File: src/botq_pkg.sv
// Shared types, constants and state encoding for the box overlap table query block.
`default_nettype none

package botq_pkg;

    localparam int TABLE_DEPTH = 32;
    localparam int IDX_W       = $clog2(TABLE_DEPTH);
    localparam int CNT_W       = $clog2(TABLE_DEPTH + 1);
    localparam int SLOT_W      = 5;

    localparam logic FUNC_WRITE = 1'b0;
    localparam logic FUNC_QUERY = 1'b1;

    typedef struct packed {
        logic signed [15:0] left;
        logic signed [15:0] top;
        logic [14:0]        width;
        logic [14:0]        height;
    } box_t;

    typedef struct packed {
        logic               func;
        logic [SLOT_W-1:0]  slot;
        logic signed [15:0] left;
        logic signed [15:0] top;
        logic [14:0]        width;
        logic [14:0]        height;
        logic               entry_valid;
        logic               remove_hits;
    } req_t;

    typedef struct packed {
        logic              hit;
        logic [SLOT_W-1:0] hit_slot;
        logic              last;
    } rsp_t;

    // sequencer -> table controls
    typedef struct packed {
        logic             wr_en;
        logic [IDX_W-1:0] wr_addr;
        logic             wr_valid;
        box_t             wr_box;
        logic             rd_en;
        logic [IDX_W-1:0] rd_addr;
        logic             clr_en;
        logic [IDX_W-1:0] clr_addr;
    } tbl_req_t;

    // table -> datapath read data
    typedef struct packed {
        box_t box;
        logic valid;
    } tbl_rsp_t;

    typedef enum logic [1:0] {
        ST_IDLE,
        ST_SCAN,
        ST_FLUSH
    } seq_state_t;

endpackage

`default_nettype wire

File: src/botq_table.sv
// Box table: one-write one-read memory plus per-slot valid flops.
`default_nettype none

module botq_table (
    input  wire logic               clk,
    input  wire logic               rst_n,
    input  wire botq_pkg::tbl_req_t ctl,
    output botq_pkg::tbl_rsp_t      rd
);

    botq_pkg::box_t                      mem [botq_pkg::TABLE_DEPTH];
    botq_pkg::box_t                      rd_box_reg;
    logic [botq_pkg::TABLE_DEPTH-1:0]    valid_reg;
    logic                                rd_valid_reg;

    always_ff @(posedge clk)
    begin
        if (ctl.wr_en)
        begin
            mem[ctl.wr_addr] <= ctl.wr_box;
        end
        if (ctl.rd_en)
        begin
            rd_box_reg <= mem[ctl.rd_addr];
        end
    end

    always_ff @(posedge clk or negedge rst_n)
    begin
        if (!rst_n)
        begin
            valid_reg    <= '0;
            rd_valid_reg <= 1'b0;
        end
        else
        begin
            if (ctl.wr_en)
            begin
                valid_reg[ctl.wr_addr] <= ctl.wr_valid;
            end
            else if (ctl.clr_en)
            begin
                valid_reg[ctl.clr_addr] <= 1'b0;
            end
            if (ctl.rd_en)
            begin
                rd_valid_reg <= valid_reg[ctl.rd_addr];
            end
        end
    end

    assign rd.box   = rd_box_reg;
    assign rd.valid = rd_valid_reg;

endmodule

`default_nettype wire

File: src/botq_overlap.sv
// Shared strict-overlap compare unit: one stored box against the query box.
`default_nettype none

module botq_overlap (
    input  wire botq_pkg::box_t p,
    input  wire botq_pkg::box_t q,
    output logic                hit
);

    logic signed [16:0] p_left, p_top, q_left, q_top;
    logic signed [16:0] p_right, p_bottom, q_right, q_bottom;

    always_comb
    begin
        p_left   = 17'(p.left);
        p_top    = 17'(p.top);
        q_left   = 17'(q.left);
        q_top    = 17'(q.top);
        // 17-bit signed sums are exact
        p_right  = p_left + $signed({2'b00, p.width});
        p_bottom = p_top  + $signed({2'b00, p.height});
        q_right  = q_left + $signed({2'b00, q.width});
        q_bottom = q_top  + $signed({2'b00, q.height});
        hit = (p_left < q_right) && (p_right > q_left) &&
              (p_top < q_bottom) && (p_bottom > q_top);
    end

endmodule

`default_nettype wire

File: src/botq_seq.sv
// Sequencer: item intake, slot walk, pending-hit hold and result register.
`default_nettype none

module botq_seq (
    input  wire logic               clk,
    input  wire logic               rst_n,
    input  wire logic               req_valid,
    output logic                    req_ready,
    input  wire botq_pkg::req_t     req,
    output logic                    rsp_valid,
    input  wire logic               rsp_ready,
    output botq_pkg::rsp_t          rsp,
    output botq_pkg::tbl_req_t      tbl_ctl,
    input  wire botq_pkg::tbl_rsp_t tbl_rd,
    input  wire logic               ovl_hit,
    output botq_pkg::box_t          qbox
);

    botq_pkg::seq_state_t               state_reg, state_next;
    botq_pkg::box_t                     qbox_reg, qbox_next;
    logic                               remove_reg, remove_next;
    logic [botq_pkg::CNT_W-1:0]         addr_reg, addr_next;
    logic                               s1_vld_reg, s1_vld_next;
    logic [botq_pkg::IDX_W-1:0]         s1_idx_reg, s1_idx_next;
    logic                               pend_vld_reg, pend_vld_next;
    logic [botq_pkg::SLOT_W-1:0]        pend_slot_reg, pend_slot_next;
    logic                               out_vld_reg, out_vld_next;
    botq_pkg::rsp_t                     out_reg, out_next;

    logic is_hit, out_free, stall, addr_more, scan_done;
    botq_pkg::box_t req_box;

    assign req_box.left   = req.left;
    assign req_box.top    = req.top;
    assign req_box.width  = req.width;
    assign req_box.height = req.height;

    assign is_hit    = s1_vld_reg && tbl_rd.valid && ovl_hit;
    assign out_free  = !out_vld_reg || rsp_ready;
    assign stall     = is_hit && pend_vld_reg && !out_free;
    assign addr_more = addr_reg < botq_pkg::CNT_W'(botq_pkg::TABLE_DEPTH);
    assign scan_done = !addr_more && !s1_vld_reg;

    // next state
    always_comb
    begin
        state_next = state_reg;
        case (state_reg)
            botq_pkg::ST_IDLE:
            begin
                if (req_valid && req.func == botq_pkg::FUNC_QUERY)
                begin
                    state_next = botq_pkg::ST_SCAN;
                end
            end
            botq_pkg::ST_SCAN:
            begin
                if (scan_done)
                begin
                    state_next = botq_pkg::ST_FLUSH;
                end
            end
            botq_pkg::ST_FLUSH:
            begin
                if (out_free)
                begin
                    state_next = botq_pkg::ST_IDLE;
                end
            end
            default:
            begin
                state_next = botq_pkg::ST_IDLE;
            end
        endcase
    end

    // outputs and datapath
    always_comb
    begin
        qbox_next      = qbox_reg;
        remove_next    = remove_reg;
        addr_next      = addr_reg;
        s1_vld_next    = s1_vld_reg;
        s1_idx_next    = s1_idx_reg;
        pend_vld_next  = pend_vld_reg;
        pend_slot_next = pend_slot_reg;
        out_vld_next   = out_vld_reg;
        out_next       = out_reg;
        req_ready      = (state_reg == botq_pkg::ST_IDLE);

        tbl_ctl          = '0;
        tbl_ctl.wr_addr  = botq_pkg::IDX_W'(req.slot);
        tbl_ctl.wr_valid = req.entry_valid;
        tbl_ctl.wr_box   = req_box;
        tbl_ctl.rd_addr  = addr_reg[botq_pkg::IDX_W-1:0];
        tbl_ctl.clr_addr = s1_idx_reg;

        if (out_vld_reg && rsp_ready)
        begin
            out_vld_next = 1'b0;
        end

        case (state_reg)
            botq_pkg::ST_IDLE:
            begin
                if (req_valid)
                begin
                    if (req.func == botq_pkg::FUNC_QUERY)
                    begin
                        qbox_next     = req_box;
                        remove_next   = req.remove_hits;
                        addr_next     = '0;
                        s1_vld_next   = 1'b0;
                        pend_vld_next = 1'b0;
                    end
                    else
                    begin
                        // slots beyond the table are dropped
                        tbl_ctl.wr_en = (32'(req.slot) < 32'(botq_pkg::TABLE_DEPTH));
                    end
                end
            end
            botq_pkg::ST_SCAN:
            begin
                if (!stall)
                begin
                    if (is_hit)
                    begin
                        if (pend_vld_reg)
                        begin
                            out_vld_next      = 1'b1;
                            out_next.hit      = 1'b1;
                            out_next.hit_slot = pend_slot_reg;
                            out_next.last     = 1'b0;
                        end
                        pend_vld_next  = 1'b1;
                        pend_slot_next = botq_pkg::SLOT_W'(s1_idx_reg);
                        tbl_ctl.clr_en = remove_reg;
                    end
                    if (addr_more)
                    begin
                        tbl_ctl.rd_en = 1'b1;
                        s1_vld_next   = 1'b1;
                        s1_idx_next   = addr_reg[botq_pkg::IDX_W-1:0];
                        addr_next     = addr_reg + 1'b1;
                    end
                    else
                    begin
                        s1_vld_next = 1'b0;
                    end
                end
            end
            botq_pkg::ST_FLUSH:
            begin
                if (out_free)
                begin
                    out_vld_next      = 1'b1;
                    out_next.hit      = pend_vld_reg;
                    out_next.hit_slot = pend_vld_reg ? pend_slot_reg : '0;
                    out_next.last     = 1'b1;
                    pend_vld_next     = 1'b0;
                end
            end
            default:
            begin
            end
        endcase
    end

    always_ff @(posedge clk or negedge rst_n)
    begin
        if (!rst_n)
        begin
            state_reg    <= botq_pkg::ST_IDLE;
            s1_vld_reg   <= 1'b0;
            pend_vld_reg <= 1'b0;
            out_vld_reg  <= 1'b0;
            addr_reg     <= '0;
        end
        else
        begin
            state_reg    <= state_next;
            s1_vld_reg   <= s1_vld_next;
            pend_vld_reg <= pend_vld_next;
            out_vld_reg  <= out_vld_next;
            addr_reg     <= addr_next;
        end
    end

    always_ff @(posedge clk)
    begin
        qbox_reg      <= qbox_next;
        remove_reg    <= remove_next;
        s1_idx_reg    <= s1_idx_next;
        pend_slot_reg <= pend_slot_next;
        out_reg       <= out_next;
    end

    assign rsp_valid = out_vld_reg;
    assign rsp       = out_reg;
    assign qbox      = qbox_reg;

`ifndef NO_ASSERTIONS
    a_idle_no_pending: assert property (@(posedge clk) disable iff (!rst_n)
        state_reg == botq_pkg::ST_IDLE |-> !pend_vld_reg && !s1_vld_reg)
        else $error("pending hit or compare left over in idle");

    a_nohit_is_last: assert property (@(posedge clk) disable iff (!rst_n)
        out_vld_reg && !out_reg.hit |-> out_reg.last && out_reg.hit_slot == '0)
        else $error("no-hit result not marked last");

    a_flush_after_walk: assert property (@(posedge clk) disable iff (!rst_n)
        state_reg == botq_pkg::ST_FLUSH |->
            addr_reg == botq_pkg::CNT_W'(botq_pkg::TABLE_DEPTH))
        else $error("flush before all slots walked");

    a_clear_only_on_remove: assert property (@(posedge clk) disable iff (!rst_n)
        tbl_ctl.clr_en |-> remove_reg && is_hit)
        else $error("valid bit cleared without a removing hit");

    a_stall_holds_read: assert property (@(posedge clk) disable iff (!rst_n)
        stall |-> !tbl_ctl.rd_en ##1 s1_vld_reg && $stable(s1_idx_reg))
        else $error("compare stage moved during a result stall");
`endif

endmodule

`default_nettype wire

File: src/box_overlap_table_query_top.sv
// Top level of the box overlap table query block.
//
// Usage:
//   req channel (req_valid/req_ready/req): one item is either a table write
//   (func = write) or a query (func = query). A write stores the box in the
//   named slot and sets its valid bit from entry_valid; it gives no result.
//   A write to a slot beyond the table is dropped.
//   rsp channel (rsp_valid/rsp_ready/rsp): a query gives one result per
//   overlapping valid slot in slot order, the final one with last set; a
//   query with no overlap gives a single result with hit clear and last set.
//   With remove_hits set, every hit slot loses its valid bit.
// Timing:
//   A query walks every slot through one shared compare unit, one slot per
//   cycle behind a registered table read while no stall holds it; then a
//   flush step sends the final result and ready returns. A hit is held
//   pending until another hit or the end of the walk sends it to the
//   result register. req_ready is high only while no query is walking.
// Stalls: a hit ready to leave while the result register is still held
//   freezes the walk until the receiver takes the waiting result.
// Reset: all valid bits clear at once; box contents are undefined until written.
`default_nettype none

module box_overlap_table_query_top (
    input  wire logic           clk,
    input  wire logic           rst_n,
    input  wire logic           req_valid,
    output logic                req_ready,
    input  wire botq_pkg::req_t req,
    output logic                rsp_valid,
    input  wire logic           rsp_ready,
    output botq_pkg::rsp_t      rsp
);

    botq_pkg::tbl_req_t tbl_ctl;  // sequencer commands to the table
    botq_pkg::tbl_rsp_t tbl_rd;   // registered table read data
    botq_pkg::box_t     qbox;     // captured query box
    logic               ovl_hit;  // compare unit verdict for the slot in flight

    botq_seq u_seq (
        .clk       (clk),
        .rst_n     (rst_n),
        .req_valid (req_valid),
        .req_ready (req_ready),
        .req       (req),
        .rsp_valid (rsp_valid),
        .rsp_ready (rsp_ready),
        .rsp       (rsp),
        .tbl_ctl   (tbl_ctl),
        .tbl_rd    (tbl_rd),
        .ovl_hit   (ovl_hit),
        .qbox      (qbox)
    );

    botq_table u_table (
        .clk   (clk),
        .rst_n (rst_n),
        .ctl   (tbl_ctl),
        .rd    (tbl_rd)
    );

    // single compare unit reused for every slot of the walk
    botq_overlap u_overlap (
        .p   (tbl_rd.box),
        .q   (qbox),
        .hit (ovl_hit)
    );

endmodule

`default_nettype wire
File: config.mk
export PLATFORM = sky130hd
export DESIGN_NAME = box_overlap_table_query_top
export DESIGN_NICKNAME = d
export VERILOG_FILES = /design/src/botq_pkg.sv /design/src/botq_table.sv /design/src/botq_overlap.sv /design/src/botq_seq.sv /design/src/box_overlap_table_query_top.sv
export SDC_FILE = /design/constraint.sdc
export NUM_CORES = 2
export LEC_CHECK = 0
export BUFFER_PORTS_ARGS = -buffer_cell sky130_fd_sc_hd__clkbuf_2
export CAP_MARGIN = 20
export CORE_UTILIZATION = 50
export DETAILED_ROUTE_END_ITERATION = 8
export PLACE_DENSITY = 0.74
export SYNTH_ARGS = -nofsm -noshare
export SYNTH_HDL_FRONTEND = slang
export SYNTH_SLANG_ARGS = --single-unit
File: constraint.sdc
create_clock -name clk -period 16.84 [get_ports clk]
set_clock_uncertainty 0.1 [all_clocks]
set_input_delay 4.21 -clock clk [delete_from_list [all_inputs] [get_ports clk]]
set_output_delay 4.21 -clock clk [all_outputs]
set_load 0.03 [all_outputs]
Word level (Yosys, flattened, before mapping)
Memories as Yosys holds them, arrays and structs flattened. A register that Yosys moved wholly into a read port is not among the register bits.
Index checks and enable logic that the tools add are counted.
Widths: inputs -> output; s select.
{"block": "word_totals", "regBits": 124, "mem_bits_rw": 1984, "input_bits": 74, "output_inout_bits": 9, "wordCells": 126, "mem_count": 1}
{"block": "classes", "addsub": 5, "order_cmp": 10, "eq_ne": 11, "mux": 49, "bitwise_logic": 3, "reduce_logical": 30}
{"name": "u_table.mem", "words": 32, "word_bits": 62, "read_ports": 1, "rd_clocked_by_memory_dff": 1, "write_ports": 1, "line": "botq_table.sv:11", "rtl": "botq_pkg::box_t mem [botq_pkg::TABLE_DEPTH];"}
{"operator": "$add 16x16->17", "n": 4}
{"operator": "$mux 32", "n": 2}
{"operator": "$gt 17x16->1", "n": 2}
{"operator": "$lt 16x17->1", "n": 2}
{"operator": "$and 32x32->32", "n": 1}
{"operator": "$bwmux 32", "n": 1}
{"operator": "$not 32->32", "n": 1}
{"operator": "$mux 7", "n": 4}
{"operator": "$mux 1", "n": 25}
{"operator": "$mux 6", "n": 4}
{"operator": "$lt 5x6->1 const B", "n": 3}
{"operator": "$ne 2x1->1 const B", "n": 7}
{"operator": "$pmux 7 s2", "n": 1}
{"operator": "$logic_and 1x1->1", "n": 12}
{"operator": "$pmux 6 s2", "n": 1}
{"operator": "$reduce_and 3->1", "n": 4}
{"operator": "$demux 1 s5", "n": 2}
{"operator": "$ge 5x1->1 const B", "n": 2}
{"operator": "$reduce_and 5->1", "n": 2}
{"operator": "$add 6x1->6 const B", "n": 1}
{"operator": "$lt 6x6->1 const B", "n": 1}
{"operator": "$mux 2", "n": 3}
{"operator": "$pmux 2 s3", "n": 1}
{"operator": "$reduce_and 6->1", "n": 1}
{"operator": "14 further kinds", "n": 21}

Longest topological paths before layout
{"block": "logic_depth", "depth_word": 12, "mapped_depth": 24}

Hierarchy
From an unflattened synthesis, not the netlist that was laid out.
{"block": "hier_totals", "hier_cells": 4089, "area_unflattened_um2": 87246.2}
{"module": "botq_table", "n_inst": 1, "cells_each": 3273, "area_per_inst_um2": 79158.4, "seq_area_each_um2": 62264.7}
{"module": "botq_overlap", "n_inst": 1, "cells_each": 576, "area_per_inst_um2": 4327.9, "seq_area_each_um2": 0.0}
{"module": "botq_seq", "n_inst": 1, "cells_each": 240, "area_per_inst_um2": 3759.9, "seq_area_each_um2": 2677.6}

Worst setup path after synthesis
Ideal clock, no wire load.
{"block": "synth_path", "kind": "input-to-reg", "startpoint": "input req_valid", "endpoint": "register u_table.valid_reg[15] (netlist name)", "setup_ns": 0.124, "t_arrival_ns": 8.202, "required_time_ns": 16.616, "slack_ns": 8.414, "cell_stages": 6, "path_buffers": 0, "cell_sequence": "nand2_1 -> nor2_1 -> nand3_1 -> nor2_1 -> o22ai_1 -> a22o_1"}
{"block": "synth_via", "elab_chain_len": 3}
{"element": "start: declaration", "line": "box_overlap_table_query_top.sv:26", "rtl": "input wire logic req_valid,"}
{"element": "$mux 1 (*)", "line": "botq_seq.sv:106", "rtl": "if (req_valid)"}
{"element": "$mux 1 (*)", "line": "botq_seq.sv:103", "rtl": "case (state_reg)"}
{"element": "$mux 32 / $reduce_bool 2->1 (equally long branches)"}
{"element": "end signal: indexed assignment", "line": "botq_table.sv:39", "rtl": "valid_reg[ctl.wr_addr] <= ctl.wr_valid;"}
{"element": "end: declaration", "line": "botq_table.sv:13", "rtl": "logic [botq_pkg::TABLE_DEPTH-1:0] valid_reg;"}
Mark *: on every way between the ends. The rest lies on a longest branch, timed or not.
A chain may end at the register's enable or synchronous reset.

Final worst setup path
{"block": "layout_path", "startpoint": "input req_valid", "endpoint": "memory u_table.mem[23][16] (netlist name) (enable)"}
{"block": "layout_via", "elab_chain_len": 4}
{"element": "$mux 1", "line": "botq_seq.sv:106"}
{"element": "$mux 1", "line": "botq_seq.sv:103"}
{"element": "$mux 1", "line": "botq_table.sv:18", "rtl": "if (ctl.wr_en)"}
{"element": "$mux 1 (not written as such)", "line": "botq_table.sv:20", "rtl": "mem[ctl.wr_addr] <= ctl.wr_box;"}
{"element": "end: declaration", "line": "botq_table.sv:11"}
Every way passes these cells.

==> results_dict.tcl <==
set metrics [dict create \
    outcome "finished clean" \
    synth_ff_type "edfxtp_1" \
    post_drt_wl_per_cell_um 31.98 \
    powerDensity_mw_per_mm2 155.7 \
    core_mm2 0.1702 \
    synth_edf_count 2126 \
    ys_seq_elements 2170 \
    fmax_ghz 0.1397 \
    worstHoldStart "u_table.valid_reg[20]$_DFFE_PN0P_" \
    synth-async-reset-ratio 0.02028 \
    seq_area_frac_synth 0.7543 \
    grt_pass1_vias 41370 \
    crit_family "simple AND/OR/NAND/NOR gates" \
    grtUsageMet3 0.05178 \
    die_h_um 417.0 \
    first_iter_violations 4963 \
    final_core_util 0.5640 \
    synth_top_area_cell "edfxtp_1" \
    die_area_mm2 0.1739 \
    fin_nets 4219 \
    area_growth_pct 11.51 \
    rows 151 \
    avgViaCountPerCell 6.376 \
    cts_buffers 205 \
    syn-num-nets 4025 \
    synthesis.area_mm2 0.08610 \
    largest_register_ffs 1984 \
    use_met2 0.3908 \
    hold_path_class "reg2reg" \
    synth_cells 3817 \
    period_needed_ns 7.158 \
    io_pins 83 \
    setup_ws_ns 9.682 \
    grt.busiest_layer "met2" \
    grt_usage 0.2419 \
    rsz0062_at_grt "false" \
    vias 41380 \
    crit_buf_inv 3 \
    peakVddDrop_mv 0.1277 \
    yosysMostFrequentCell "edfxtp_1" \
    cts_sinks 2170 \
    critical_path.slowest_cell "nor2_4" \
    slew_viol_final 0 \
    cap_violations 0 \
    detail-route-antenna-nets 0 \
    synth_area_leaders "edfxtp_1, mux4_2, ha_1" \
    clkLatencyLatePin_ns 0.85 \
    slowest_delay_ns 1.02 \
    ctsRootBufferMaster "clkbuf_16" \
    crit_chain "clkbuf_2, nand2_1, nor2_2, buf_4, nand3_1, nor2_4, buf_4" \
    dpl-instance-area_mm2 0.08953 \
    grt-ovfl-total 0 \
    critPathMaxFanout 42 \
    grt_util_met1 0.3310 \
    r2r_start "u_table.rd[47]$_DFFE_PP_" \
    wl_um 207600 \
    p_leak_uw 0.03011 \
    final_cell_area_mm2 0.09601 \
    cts_tree "yes" \
    startpoint "req_valid" \
    dpl_worst_slack_ns 8.839 \
    grt_pass1_wl_um 297800 \
    grt_antenna_before_repair 30 \
    postCtsResizedCells 0 \
    max_slew_margin 0.2276 \
    worst_hold_slack_ns 0.3999 \
    yosys-top-cells-count "edfxtp_1, mux4_2, ha_1" \
    die_w_um 417.0 \
    hold_violations 0 \
    post-route-period-util 0.4251 \
    cts_buffer_depth 3 \
    critPathKind "in2reg" \
    place_congestion 0.8682 \
    synth_warnings 0 \
    cpMostUsedCell "buf_4" \
    startpoint_type "input port" \
    setup_violations 0 \
    worst_slew_pin_slew_ns 1.159 \
    drt_pass1_iterations 6 \
    cp.required_ns 17.21 \
    drc 0 \
    synth_top_area_share 0.7415 \
    finalSetupTns_ns 0 \
    post_cts_buffers 0 \
    htree_levels 4 \
    cp-end-kind "register" \
    syn_avg_cell_area_um2 22.56 \
    num-fill-cells 11990 \
    dp_hpwl_um 118500 \
    drive_above_1_share 0.2837 \
    cts_hold_buf 0 \
    yosysUniqueCellTypes 71 \
    grt_start_max_net_pins 142 \
    portBuffers 82 \
    arrival_ns 7.52 \
    cts.reportedPaths.clkPinSlew_ns 0.06 \
    initial_utilization 0.5058 \
]
[placed cells by master, fill, tap and decap left out, types with 11 or more instances in the layout]
cell / count
nand2_1: 49
diode_2: 11
nor2_4: 32
edfxtp_1: 2126
ha_1: 130
mux2_2: 64
nand3_1: 26
buf_4: 64
a21o_1: 20
dfrtp_1: 39
mux4_2: 630
or3_1: 12
clkinv_2: 38
a22o_1: 32
nand2b_1: 21
inv_1: 67
nor3_1: 23
o21ai_0: 29
clkbuf_2: 82
clkinv_1: 48
a21oi_1: 54
o211ai_1: 11
o22ai_1: 35
nor2_1: 72
clkbuf_1: 49
a211oi_1: 11
clkinvlp_4: 11
xnor2_1: 36
clkbuf_16: 206
[metal layers]
metal	routed length (µm)	part of all wire
met1	78090	0.38
met2	102300	0.49
met3	20630	0.099
met4	6412	0.031
met5	73	0.00035
[power breakdown]
group / internal, µW / leakage [µW] / switching [µW] / total, µW
clock network: 2420 / 0.00310 / 1990 / 4420
logic: 1960 / 0.00725 / 2200 / 4160
registers: 6160 / 0.0198 / 219 / 6370
[cells by family after synthesis]
kind of cell    Yosys count  share of synthesized area
xor+xnor                 46                   0.004679
simple gates            294                    0.01702
flops                  2170                     0.7543
mux                     699                     0.1738
compound gates          240                    0.01907
buf+inv                 234                    0.01131
fa+ha+maj               134                    0.01982
[layout make-up]
cell class / count / area, µm² / area share
diodes: 11 / 27.53 / 0.0002867
clock buffers: 256 / 5353 / 0.05575
clock inverters: 124 / 1067 / 0.01112
inverters: 68 / 256.5 / 0.002672
multi-input cells: 1413 / 20430 / 0.2128
flip-flops and latches: 2170 / 64960 / 0.6766
well taps: 2295 / 2872 / 0.02991
repair buffers: 153 / 1041 / 0.01084
[through the flow]
stage               total power, µW  instances
floorplan                      9339       3817
global placement              10590       6096
detailed placement            10630       6098
CTS                           15030       6478
global route                  15510       6483
finish                        14950       6490
[path summary, 6_finish.rpt]
check                      depth (start not counted)                           endpoint  slack [ns]
min in group asynchronous                          2      u_seq.addr_reg[2]$_DFFE_PN0P_        3.37
min                                                1  u_table.valid_reg[20]$_DFFE_PN0P_        0.40
max in group asynchronous                          2      u_seq.addr_reg[0]$_DFFE_PN0P_       12.80
max reg2reg                                       22           u_table.rd[29]$_DFFE_PP_       10.07
max                                                7      u_table.mem[23][16]$_DFFE_PP_        9.68
min reg2reg                                        1  u_table.valid_reg[20]$_DFFE_PN0P_        0.40
(Power assumes the default switching activity.)
